File: src/assert_macros.svh
// Assertion macros for the RTL, used by uub_ctrl.
`ifndef ASSERT_MACROS_SVH
`define ASSERT_MACROS_SVH
`ifndef SYNTH
`define UUB_ASSERT(lbl, prop, msg) \
  lbl: assert property (@(posedge clk) disable iff (!rst_n) (prop)) else $error(msg);
`define UUB_ASSERT_NXT(lbl, pre, post, msg) \
  lbl: assert property (@(posedge clk) disable iff (!rst_n) (pre) |=> (post)) else $error(msg);
`else
`define UUB_ASSERT(lbl, prop, msg)
`define UUB_ASSERT_NXT(lbl, pre, post, msg)
`endif
`endif

File: src/uub_pkg.sv
`timescale 1ns / 1ps
package uub_pkg;

  localparam int UUB_ITEM_SLOTS = 4096;
  localparam int UUB_BIN_WIDTH  = 48;
  localparam int ITEM_W         = 12;
  localparam int UTIL_W         = 32;
  localparam int OUT_BIN_W      = 48;
  localparam int IN_DATA_W      = 112;
  localparam int OUT_DATA_W     = 104;

  typedef enum logic [1:0] {
    OP_CLEAR = 2'd0,
    OP_MARK  = 2'd1,
    OP_ELEM  = 2'd2,
    OP_READ  = 2'd3
  } op_t;

  typedef enum logic [1:0] {
    VERDICT_DROP    = 2'd0,
    VERDICT_KEEP    = 2'd1,
    VERDICT_EXPLORE = 2'd2
  } verdict_t;

  typedef enum logic [2:0] {
    ST_CLR,
    ST_IDLE,
    ST_E1,
    ST_E2,
    ST_E3,
    ST_RSLT
  } state_t;

  typedef struct packed {
    logic accept;
    logic clr_start;
    logic clr_step;
    logic e1;
    logic e2;
    logic e3;
    logic load_out;
  } cmd_t;

  typedef struct packed {
    op_t  op;
    logic item_ok;
    logic kept;
    logic clr_last;
    logic out_free;
  } sts_t;

endpackage

File: src/uub_ctrl.sv
`timescale 1ns / 1ps
`include "assert_macros.svh"
module uub_ctrl import uub_pkg::*; (
  input  logic clk,
  input  logic rst_n,
  input  logic in_tvalid,
  output logic in_tready,
  input  sts_t sts,
  output cmd_t cmd
);

  state_t state_r, state_nxt;

  always_ff @(posedge clk) begin
    if (!rst_n) begin
      state_r <= ST_CLR;
    end else begin
      state_r <= state_nxt;
    end
  end

  always_comb begin
    state_nxt = state_r;
    cmd       = '0;
    in_tready = 1'b0;
    unique case (state_r)
      ST_CLR: begin
        cmd.clr_step = 1'b1;
        if (sts.clr_last) begin
          state_nxt = ST_IDLE;
        end
      end
      ST_IDLE: begin
        in_tready = 1'b1;
        if (in_tvalid) begin
          cmd.accept = 1'b1;
          unique case (sts.op)
            OP_CLEAR: begin
              if (sts.item_ok) begin
                cmd.clr_start = 1'b1;
                state_nxt     = ST_CLR;
              end
            end
            OP_MARK: state_nxt = ST_IDLE;
            OP_ELEM: state_nxt = ST_E1;
            OP_READ: state_nxt = ST_RSLT;
            default: state_nxt = ST_IDLE;
          endcase
        end
      end
      ST_E1: begin
        cmd.e1    = 1'b1;
        state_nxt = sts.kept ? ST_E2 : ST_IDLE;
      end
      ST_E2: begin
        cmd.e2    = 1'b1;
        state_nxt = ST_E3;
      end
      ST_E3: begin
        cmd.e3    = 1'b1;
        state_nxt = ST_IDLE;
      end
      ST_RSLT: begin
        if (sts.out_free) begin
          cmd.load_out = 1'b1;
          state_nxt    = ST_IDLE;
        end
      end
      default: state_nxt = ST_IDLE;
    endcase
  end

  `UUB_ASSERT(a_one_cmd, $onehot0({cmd.accept, cmd.clr_step, cmd.e1, cmd.e2, cmd.e3, cmd.load_out}), "overlapping commands")
  `UUB_ASSERT_NXT(a_e1_e2, cmd.e1 && sts.kept, cmd.e2, "kept element skipped update")
  `UUB_ASSERT(a_load_free, !cmd.load_out || sts.out_free, "result overwrote pending output")

endmodule

File: config.mk
export PLATFORM = sky130hd
export DESIGN_NAME = uub_ctrl
export DESIGN_NICKNAME = d
export VERILOG_FILES = /design/src/uub_pkg.sv /design/src/uub_ctrl.sv
export VERILOG_INCLUDE_DIRS = /design/src /design/src/src
export SDC_FILE = /design/constraint.sdc
export NUM_CORES = 1
export LEC_CHECK = 0
export BUFFER_PORTS_ARGS = -buffer_cell sky130_fd_sc_hd__buf_2
export CAP_MARGIN = 20
export CORE_AREA = 2 2 39 41
export DETAILED_ROUTE_END_ITERATION = 12
export DIE_AREA = 0 0 41 43
export SLEW_MARGIN = 20
export SYNTH_ARGS = -nofsm -noshare
export SYNTH_HDL_FRONTEND = slang
export SYNTH_SLANG_ARGS = --single-unit
File: constraint.sdc
create_clock -name clk -period 0.9 [get_ports clk]
set_input_delay 0.135 -clock clk [delete_from_list [all_inputs] [get_ports clk]]
set_output_delay 0.135 -clock clk [all_outputs]
set_load 0.02 [all_outputs]
Word-level counts from Yosys, hierarchy flattened

Cells that the tools add are included.

Equality and inequality tests: 12
Mux-type cells: 18
Reductions and logical operators: 3

Operators by type and width:

| cell               | number |
|---|---|
| $pmux 3 s5         | 1 |
| $mux 3             | 4 |
| $pmux 3 s4         | 1 |
| $mux 1             | 9 |
| $eq 3x2->1 const B | 2 |
| $eq 3x3->1 const B | 2 |
| $mux 2             | 3 |
| $ne 2x2->1 const B | 3 |
| $eq 2x2->1 const B | 2 |
| $reduce_and 4->1   | 1 |
| $eq 3x1->1 const B | 1 |
| $logic_not 3->1    | 1 |
| $ne 3x3->1 const B | 1 |
| $eq 2x1->1 const B | 1 |
| $logic_not 2->1    | 1 |

Bits in registers: 3
Input bits: 9
Logic and storage cells: 34

Logic depth before layout (Yosys ltp)

Gate-level depths: netlist of run 1.

Word-level depth: 4
Gate-level depth with buffers: 4
Depth with buffers taken out: 3

Least setup slack after synthesis of run 1

OpenSTA, ideal clock, no wires.

Path type: flip-flop to output port
Start point: reg state_r[0]
End point: out cmd[5] (netlist bit)
Arrival time: 1,139 ps
Slack: -374 ps
Stages on the path, launching flop included: 5
Buffers on the path: 1
Cells stage by stage: dfxtp_1 -> buf_6 -> inv_2 -> nor3_4 -> and4b_1

RTL lines:

| what                   | RTL line       | source |
|---|---|---|
| from (decl)            | uub_ctrl.sv:12 | `state_t state_r, state_nxt;` |
| from (signal assigned) | uub_ctrl.sv:18 | `state_r <= state_nxt;` |
| to (decl)              | uub_ctrl.sv:9  | `output cmd_t cmd` |

==> results of run 1 <==
worst register-to-register path: cells and delay by family, from the launching register on:
family | cells | cell delay (ns)
AO/OA/AOI/OAI | 1 | 0.31
buffers and inverters | 2 | 0.24
flip-flops | 1 | 0.35
AND/OR/NAND/NOR | 1 | 0.15
layout by cell type, fill, tap and decap left out, types with 2 or more instances in the layout:
cell / count
nor3_2: 2
dfxtp_4: 2
nand2_1: 2
buf_2: 8
nor3b_2: 2
buf_6: 9
clkbuf_4: 3
buf_4: 10
power groups by stage:
| stage | Combinational [mW] | Clock (mW) | Sequential [mW] |
|---|---|---|---|
| 6_report | 0.198 | 0.238 | 0.143 |
| 4_1_cts | 0.181 | 0.250 | 0.142 |
| 3_3_place_gp | 0.148 | 0 | 0.148 |
| 5_1_grt | 0.211 | 0.273 | 0.143 |
| 3_5_place_dp | 0.149 | 0 | 0.149 |
| 2_1_floorplan | 0.0917 | 0 | 0.145 |
cell families after synthesis:
group | Yosys count | synth area share
buffers and inverters | 4 | 0.118
DFF | 3 | 0.226
and+or+nand+nor | 14 | 0.401
AOI/OAI and AO/OA | 8 | 0.255
cell usage after synthesis:
cell	instances
dfxtp_1	3
nor3b_1	3
buf_6	2
nand2_1	2
nor3_1	2
a211oi_2	1
a311o_1	1
a31oi_1	1
a32o_1	1
and2_1	1
and4_1	1
and4b_1	1
and4bb_1	1
buf_2	1
inv_2	1
nand2b_1	1
nor2b_1	1
nor3_4	1
o211ai_1	1
o21ai_0	1
o31a_1	1
o31ai_1	1
through the flow:
| stage | instances | setup TNS (ns) | setup WS [ns] | instance area [sq um] | util |
|---|---|---|---|---|---|
| global placement | 66 | -1.29 | -0.182 | 407 | 0.294 |
| CTS | 73 | -3.29 | -0.428 | 523 | 0.378 |
| detailed placement | 66 | -1.48 | -0.202 | 407 | 0.294 |
| floorplan | 29 | -1.64 | -0.328 | 280 | - |
| global route | 73 | -3.59 | -0.440 | 551 | 0.398 |
| finish | 73 | -2.97 | -0.383 | 551 | 0.398 |
worst paths after layout:
kind	start	slack, ns	endpoint
worst max-delay path	state_r[2]	-0.38	cmd[6]
worst min-delay path	rst_n	0.15	state_r[0]
worst max register to register	state_r[1]	-0.26	state_r[2]
worst min register to register	state_r[0]	0.66	state_r[2]
per-layer routing:
metal,wire (microns),GRT usage,up-vias
met1,339,0.109,171
met4,0,0.127,0
li1,-,-,168
met3,30,0.0419,0
met2,536,0.188,8
met5,0,0,-
final cells by class:
type / instances / area, sq um
well taps: 16 / 20.0
fillers: 143 / 833
multi-input cells: 22 / 215
clock buffers: 4 / 26.3
inverters: 1 / 3.75
repair buffers: 27 / 216
flip-flops and latches: 3 / 68.8
what timing repair did:
item / CTS / global route
setup buffers: 3 / 1
pin swaps: 6 / 9
setup endpoints to repair: 11 / 11
resized for setup: 21 / 8
==> impl_metrics.py, run 1 <==
metrics = {
    "run_status": {
        "violations": "negative setup slack",
        "status": "complete, but fails checks",
    },
    "timing": {
        "finalClockSkew_ns": 0.00310,
        "rsz0062_at_grt": "true",
        "finalWorstPathRequiredPeriod_ns": 1.28,
        "fin_hold_ws_ns": 0.154,
        "drv_slew": 0,
        "period_share": 1.43,
        "setup_slack_ns": -0.383,
        "setup-violations-final": 11,
        "slew_headroom": 0.815,
        "tightestPinTransition_ns": 0.275,
        "max_freq_ghz": 0.779,
        "hold_viol": 0,
    },
    "critical_path": {
        "crit_path_start_kind": "flop",
        "cp_slowest_cell": "dfxtp_4",
        "crit_arrival_ns": 1.15,
        "crit_chain": "nor3_4, buf_4, and2_4, buf_6",
        "cp.buffers_inverters": 2,
        "cp_max_fo": 3,
        "cp.depth": 4,
        "cp.required_ns": 0.76,
        "crit_family": "flip-flops",
        "slowest_delay_ns": 0.35,
        "ff2ff_path_depth": 4,
        "crit_type": "reg -> out",
        "crit_path_end_kind": "output pin",
    },
    "pwr": {
        "p_clk_frac": 0.411,
        "sequentialPowerShare": 0.247,
        "ir_worst_vdd_v": 0.000329,
        "power.switching_mw": 0.173,
        "p_sw_frac": 0.298,
        "report.power.total_mw": 0.579,
        "intPower_mw": 0.406,
        "p_leak_nw": 0.239,
        "p_comb_frac": 0.342,
        "cellPowerDensity_nw_per_um2": 1050,
    },
    "drt": {
        "detail_route.vias_per_cell": 4.75,
        "drtIter0Drc": 4,
        "postRouteAntennaNets": 0,
        "totalWireLength_microns": 906,
        "vias": 347,
        "drt_pass1_iterations": 2,
        "wl_per_cell_microns": 12.4,
        "post-route-drc-count": 0,
    },
    "clock_network": {
        "cts_tree": "yes",
        "cts_max_path_buffers": 2,
        "holdBufCountCts": 0,
        "clk_pin_slew_ns": 0.04,
        "clock_sinks": 3,
        "cts_buffers": 3,
        "clock_latency_ns": 0.23,
        "htreeDepth": 1,
        "cts_root_buffer": "clkbuf_4",
    },
    "global_route": {
        "grt_overflow_total": 0,
        "grt_max_degree": 9,
        "antenna_found_initial": 0,
        "grt_pass1_vias": 337,
        "grtUsageTotal": 0.121,
        "grt_pass1_wl_microns": 1360,
    },
    "placement": {
        "gp_congestion": 0.726,
        "port_buffers": 16,
        "hpwl_microns": 586,
    },
    "floorplan": {
        "die_h_microns": 43,
        "rows": 14,
        "core_sq_um": 1380,
        "die_w_microns": 41,
        "initial_utilization": 0.192,
        "ios": 17,
        "dieArea_sq_um": 1760,
    },
    "layout": {
        "area_growth_pct": 108,
        "largest_reg_flops": 3,
        "num_antenna_cells": 0,
        "layout-drive-gt1-share": 0.772,
        "final_nets": 67,
        "regMostFlops": "state_r",
        "reg_top3": "state_r x3",
    },
    "job": {
        "cap_violations": 0,
    },
    "logic_synthesis": {
        "syn_nets": 38,
        "ys_ff_latch": 3,
        "yosys-top-cells-area": "dfxtp_1 (23%), buf_6 (8.5%), nor3b_1 (8.5%)",
        "ys_warn_count": 0,
        "syn_avg_cell_area_sq_um": 9.15,
        "ys_types": 22,
        "ys_seq_area_frac": 0.226,
        "syn-cell-area_sq_um": 265,
        "yosysTopAreaCell": "dfxtp_1",
        "synth_top_area_frac": 0.226,
        "synthCells": 29,
    },
    "worst_hold_path": {
        "holdPathStages": 2,
        "hp-class": "in -> reg",
    },
}
Power figures use the tool's default switching activity.
==> run 2, diff against run 1 <==
SETUP_SLACK_MARGIN = 0.05   (was not set)
==> run 2 against run 1 <==
Against the previous run: the run still ends with negative setup slack left; fmax decreased by 1.9%; largest power group unchanged; critical path depth fell by 1; sequential power about the same; total power is 0.47% higher; die area unchanged; critical endpoint is now cmd[5].
==> impl_metrics.py, run 2 (synthesized netlist as in run 1, its figures left out) <==
metrics = {
    "run_status": {
        "status": "complete, but fails checks",
        "violations": "negative setup slack",
    },
    "drt": {
        "postRouteAntennaNets": 0,
        "detail_route.vias_per_cell": 4.83,
        "post-route-drc-count": 0,
        "drtIter0Drc": 3,
        "vias": 367,
        "drt_pass1_iterations": 4,
        "totalWireLength_microns": 899,
        "wl_per_cell_microns": 11.8,
    },
    "timing": {
        "setup_slack_ns": -0.408,
        "setup-violations-final": 11,
        "finalClockSkew_ns": 0.00152,
        "drv_slew": 0,
        "tightestPinTransition_ns": 0.301,
        "slew_headroom": 0.797,
        "rsz0062_at_grt": "true",
        "hold_viol": 0,
        "max_freq_ghz": 0.765,
        "finalWorstPathRequiredPeriod_ns": 1.31,
        "period_share": 1.45,
    },
    "job": {
        "cap_violations": 0,
    },
    "clock_network": {
        "htreeDepth": 1,
        "cts_max_path_buffers": 2,
        "clock_sinks": 3,
        "cts_root_buffer": "clkbuf_4",
        "cts_buffers": 3,
        "cts_tree": "yes",
        "holdBufCountCts": 0,
        "clk_pin_slew_ns": 0.04,
        "clock_latency_ns": 0.23,
    },
    "critical_path": {
        "crit_arrival_ns": 1.17,
        "crit_path_start_kind": "flop",
        "ff2ff_path_depth": 5,
        "r2r_start": "state_r[2]",
        "cp.required_ns": 0.76,
        "crit_type": "reg -> out",
        "r2r_slack_ns": -0.33,
        "crit_path_end_kind": "output pin",
        "cp_max_fo": 4,
        "reg2reg_to": "state_r[2]",
    },
    "placement": {
        "hpwl_microns": 603,
        "dp_cells": 65,
        "port_buffers": 16,
        "gp_congestion": 0.738,
        "place_ws_ns": -0.244,
    },
    "floorplan": {
        "ios": 17,
        "core_sq_um": 1380,
        "die_w_microns": 41,
        "initial_utilization": 0.192,
        "rows": 14,
        "dieArea_sq_um": 1760,
        "die_h_microns": 43,
    },
    "layout": {
        "final_nets": 70,
        "final_cell_mix": "buf_4 (13), buf_6 (9), buf_2 (8)",
        "fillCellCount": 150,
        "area_growth_pct": 115,
        "regMostFlops": "state_r",
        "layout-drive-gt1-share": 0.783,
        "largest_reg_flops": 3,
        "num_antenna_cells": 0,
        "reg_top3": "state_r x3",
        "instances_no_fill": 76,
        "layout_commonest_cell": "buf_4",
    },
    "global_route": {
        "antenna_found_initial": 0,
        "grt_pass1_vias": 334,
        "grt_overflow_total": 0,
        "grt_pass1_wl_microns": 1450,
        "grt_max_degree": 9,
        "grtUsageTotal": 0.128,
    },
    "worst_hold_path": {
        "holdCritStartpoint": "rst_n",
        "hp-class": "in -> reg",
        "holdPathStages": 2,
        "min_to": "state_r[0]",
    },
    "pwr": {
        "p_leak_nw": 0.255,
        "ir_worst_vdd_v": 0.000322,
        "cellPowerDensity_nw_per_um2": 1020,
    },
}
## run 2: worst max path at each step
stage	startpoint	to	cells past startpoint
floorplan	state_r[2]	cmd[5]	3
global placement	state_r[2]	cmd[5]	3
detailed placement	state_r[2]	cmd[5]	3
CTS	state_r[0]	cmd[5]	4
global route	state_r[2]	cmd[5]	3
finish	state_r[2]	cmd[5]	3
## run 2: area by class of cell
cell class,instances,area (sq um),area share
repair buffers,30,239,0.420
multi-input cells,22,211,0.371
flip-flops and latches,3,68.8,0.121
clock buffers,4,26.3,0.0462
well taps,16,20.0,0.0352
inverters,1,3.75,0.00659
## run 2: stage by stage
stage / util / TNS, ns / hold WS (ns) / area (sq um) / power (mW)
CTS: 0.383 / -3.33 / 0.140 / 531 / 0.579
floorplan: - / -1.64 / 0.257 / 280 / 0.237
global route: 0.411 / -3.96 / 0.154 / 569 / 0.634
detailed placement: 0.288 / -1.54 / 0.384 / 399 / 0.297
finish: 0.411 / -3.36 / 0.156 / 569 / 0.582
global placement: 0.288 / -1.38 / 0.391 / 399 / 0.294
## run 2: critical path, cell delays in order (launching register included)
cell     delay, ns
dfxtp_4       0.35
nor3_4        0.21
and4b_2       0.26
buf_6         0.12
## run 2: where the power goes
| part | internal [mW] | switching [mW] | total [mW] | leakage (nW) |
|---|---|---|---|---|
| sequential | 0.137 | 0.00631 | 0.143 | 0.0263 |
| clock | 0.166 | 0.0701 | 0.236 | 0.0150 |
| combinational | 0.109 | 0.0936 | 0.203 | 0.214 |
| total | 0.412 | 0.170 | 0.582 | 0.255 |
## run 2: repair_timing
| action | in CTS | in global routing |
|---|---|---|
| gates resized for setup | 21 | 9 |
| setup endpoints to repair | 11 | 11 |
| buffers inserted | 5 | 4 |
| pin swaps | 6 | 7 |
| gates cloned | 0 | 0 |
## run 2: per-layer routing
| layer | GRT usage | share of wire | routed length, microns |
|---|---|---|---|
| met1 | 0.138 | 0.39 | 351 |
| met5 | 0 | 0 | 0 |
| met2 | 0.197 | 0.57 | 512 |
| met4 | 0.0800 | 0 | 0 |
| met3 | 0.0471 | 0.038 | 34 |
==> run 3, diff against run 2 <==
ABC_AREA = 1   (was not set)
==> run 3 against run 2 <==
Against the previous run: the run still ends with negative setup slack left; final cell count is 24% higher; combinational power is 87% higher; via count is 6.5% higher; global-route usage is 2.5 points lower; clock skew is 0.0030 ns higher; die area stayed put; largest cell class is now multi-input combinational cells.
==> impl_metrics.py, run 3 <==
metrics = {
    "run_status": {
        "status": "complete, but fails checks",
        "violations": "negative setup slack",
    },
    "floorplan": {
        "die_h_microns": 43,
        "die_w_microns": 41,
        "dieArea_sq_um": 1760,
        "rows": 14,
        "ios": 17,
        "core_sq_um": 1380,
        "initial_utilization": 0.191,
    },
    "logic_synthesis": {
        "syn_avg_cell_area_sq_um": 5.62,
        "synth_edf_count": 0,
        "ys_seq_area_frac": 0.227,
        "synth_top_area_frac": 0.227,
        "syn_nets": 56,
        "ys_warn_count": 0,
        "syn-cell-area_sq_um": 264,
        "ys_ff_latch": 3,
        "synthCells": 47,
        "synthArstFlopShare": 0,
        "synth.most_common_cell": "nand2_1",
        "yosys-top-cells-area": "dfxtp_1 (23%), nand2_1 (16%), nor2_1 (11%)",
        "ys_types": 14,
        "yosysTopAreaCell": "dfxtp_1",
        "synthFlopType": "dfxtp_1",
        "synth_commonest_cells": "nand2_1 (11), nor2_1 (8), inv_1 (6), nand3_1 (4)",
    },
    "timing": {
        "rsz0062_at_grt": "true",
        "slew_headroom": 0.883,
        "finalWorstPathRequiredPeriod_ns": 1.31,
        "period_share": 1.45,
        "setup_slack_ns": -0.406,
        "max_freq_ghz": 0.766,
        "hold_viol": 0,
        "finalClockSkew_ns": 0.00448,
        "fin_hold_ws_ns": 0.139,
        "drv_slew": 0,
        "setup-violations-final": 11,
        "tightestPinTransition_ns": 0.175,
    },
    "clock_network": {
        "cts_tree": "yes",
        "cts_buffers": 3,
        "clock_sinks": 3,
        "holdBufCountCts": 0,
        "cts_max_path_buffers": 2,
        "htreeDepth": 1,
        "clock_latency_ns": 0.23,
        "cts_root_buffer": "clkbuf_4",
        "clk_pin_slew_ns": 0.04,
    },
    "pwr": {
        "p_leak_nw": 0.309,
        "cellPowerDensity_nw_per_um2": 1340,
        "report.power.total_mw": 0.775,
        "ir_worst_vdd_v": 0.000619,
    },
    "layout": {
        "num_antenna_cells": 0,
        "multiInputGateArea_sq_um": 220,
        "fillCellCount": 134,
        "regMostFlops": "state_r",
        "layout-drive-gt1-share": 0.590,
        "largest_reg_flops": 3,
        "fin_area_sq_um": 579,
        "fin_util": 0.419,
        "final_nets": 88,
        "area_growth_pct": 119,
        "final_cell_mix": "nand2_1 (10), buf_4 (10), buf_2 (9)",
        "register_area_sq_um": 68.8,
        "reg_top3": "state_r x3",
    },
    "critical_path": {
        "crit_path_end_kind": "output pin",
        "crit_chain": "buf_4, nand2_4, buf_6, nor3_4, buf_6",
        "slowest_delay_ns": 0.32,
        "crit_arrival_ns": 1.17,
        "crit_family": "buffers and inverters",
        "crit_path_start_kind": "flop",
        "crit_type": "reg -> out",
        "cp.buffers_inverters": 3,
        "cp_max_fo": 4,
        "cpMostUsedCell": "buf_6",
        "cp_slowest_cell": "dfxtp_2",
        "cp.required_ns": 0.76,
    },
    "global_route": {
        "grt_overflow_total": 0,
        "grt_pass1_wl_microns": 1190,
        "antenna_found_initial": 0,
        "grtUsageTotal": 0.102,
        "grt_pass1_vias": 330,
        "grt_max_degree": 6,
    },
    "placement": {
        "gp_congestion": 0.763,
        "hpwl_microns": 595,
        "place_area_sq_um": 458,
        "port_buffers": 16,
        "place_ws_ns": -0.256,
    },
    "drt": {
        "vias": 391,
        "post-route-drc-count": 0,
        "drt_pass1_iterations": 2,
        "drtIter0Drc": 7,
        "postRouteAntennaNets": 0,
        "detail_route.vias_per_cell": 4.16,
        "wl_per_cell_microns": 8.88,
        "totalWireLength_microns": 835,
    },
    "job": {
        "cap_violations": 0,
    },
    "worst_hold_path": {
        "hp-class": "in -> reg",
    },
}
## run 3: cell types whose count changed after synthesis, sizes merged, moves of 2 or more
cell   before  now
nor2        0    9
a21oi       0    2
nand2       2   13
nand3       0    4
inv         1    9
nor3b       3    0
buf         3    0
## run 3: layout make-up
type / instances / share of cell area
repair buffers: 27 / 0.363
well taps: 16 / 0.0346
inverters: 9 / 0.0583
clock buffers: 4 / 0.0454
flip-flops and latches: 3 / 0.119
multi-input cells: 35 / 0.380
## run 3: tightest hold or removal path: stages
cell	delay, ns
buf_2	0.11
inv_1	0.05
nor2_1	0.03
## run 3: cell families after synthesis
kind of cell | after synthesis | synth area share
flops | 3 | 0.227
buf+inv | 9 | 0.128
simple gates | 33 | 0.607
compound gates | 2 | 0.0379
## run 3: final timing paths
| path | depth (start not counted) | from | slack, ns | endpoint |
|---|---|---|---|---|
| worst max register to register | 7 | state_r[0] | -0.23 | state_r[1] |
| worst min-delay path | 3 | rst_n | 0.14 | state_r[1] |
| worst min register to register | 3 | state_r[2] | 0.65 | state_r[2] |
| worst max-delay path | 5 | state_r[2] | -0.41 | cmd[0] |
## run 3: metrics by stage
stage	std cells	setup TNS, ns
after floorplan	47	-1.12
after global placement	88	-1.24
after detailed placement	88	-1.26
after CTS	93	-2.98
after global routing	94	-3.67
final	94	-3.01
## run 3: per-layer routing
| metal | vias up | routed length, microns | track usage |
|---|---|---|---|
| li1 | 207 | - | - |
| met1 | 178 | 342 | 0.121 |
| met2 | 6 | 453 | 0.144 |
| met3 | 0 | 38 | 0.0471 |
| met4 | 0 | 0 | 0.0600 |
| met5 | - | 0 | 0 |
## run 3: repair_timing
| action | in CTS | in global routing |
|---|---|---|
| setup endpoints to repair | 11 | 11 |
| resized for setup | 10 | 13 |
| pin swaps | 4 | 6 |
| endpoints found under the hold margin | 0 | 0 |
| setup buffers | 2 | 1 |
| cloned | 0 | 0 |
## run 3: where the power goes
| part | total (mW) | switching (mW) | leakage, nW | internal, mW |
|---|---|---|---|---|
| sequential | 0.163 | 0.0138 | 0.0264 | 0.149 |
| combinational | 0.380 | 0.195 | 0.268 | 0.185 |
| clock | 0.233 | 0.0667 | 0.0150 | 0.166 |
| total | 0.775 | 0.275 | 0.309 | 0.500 |
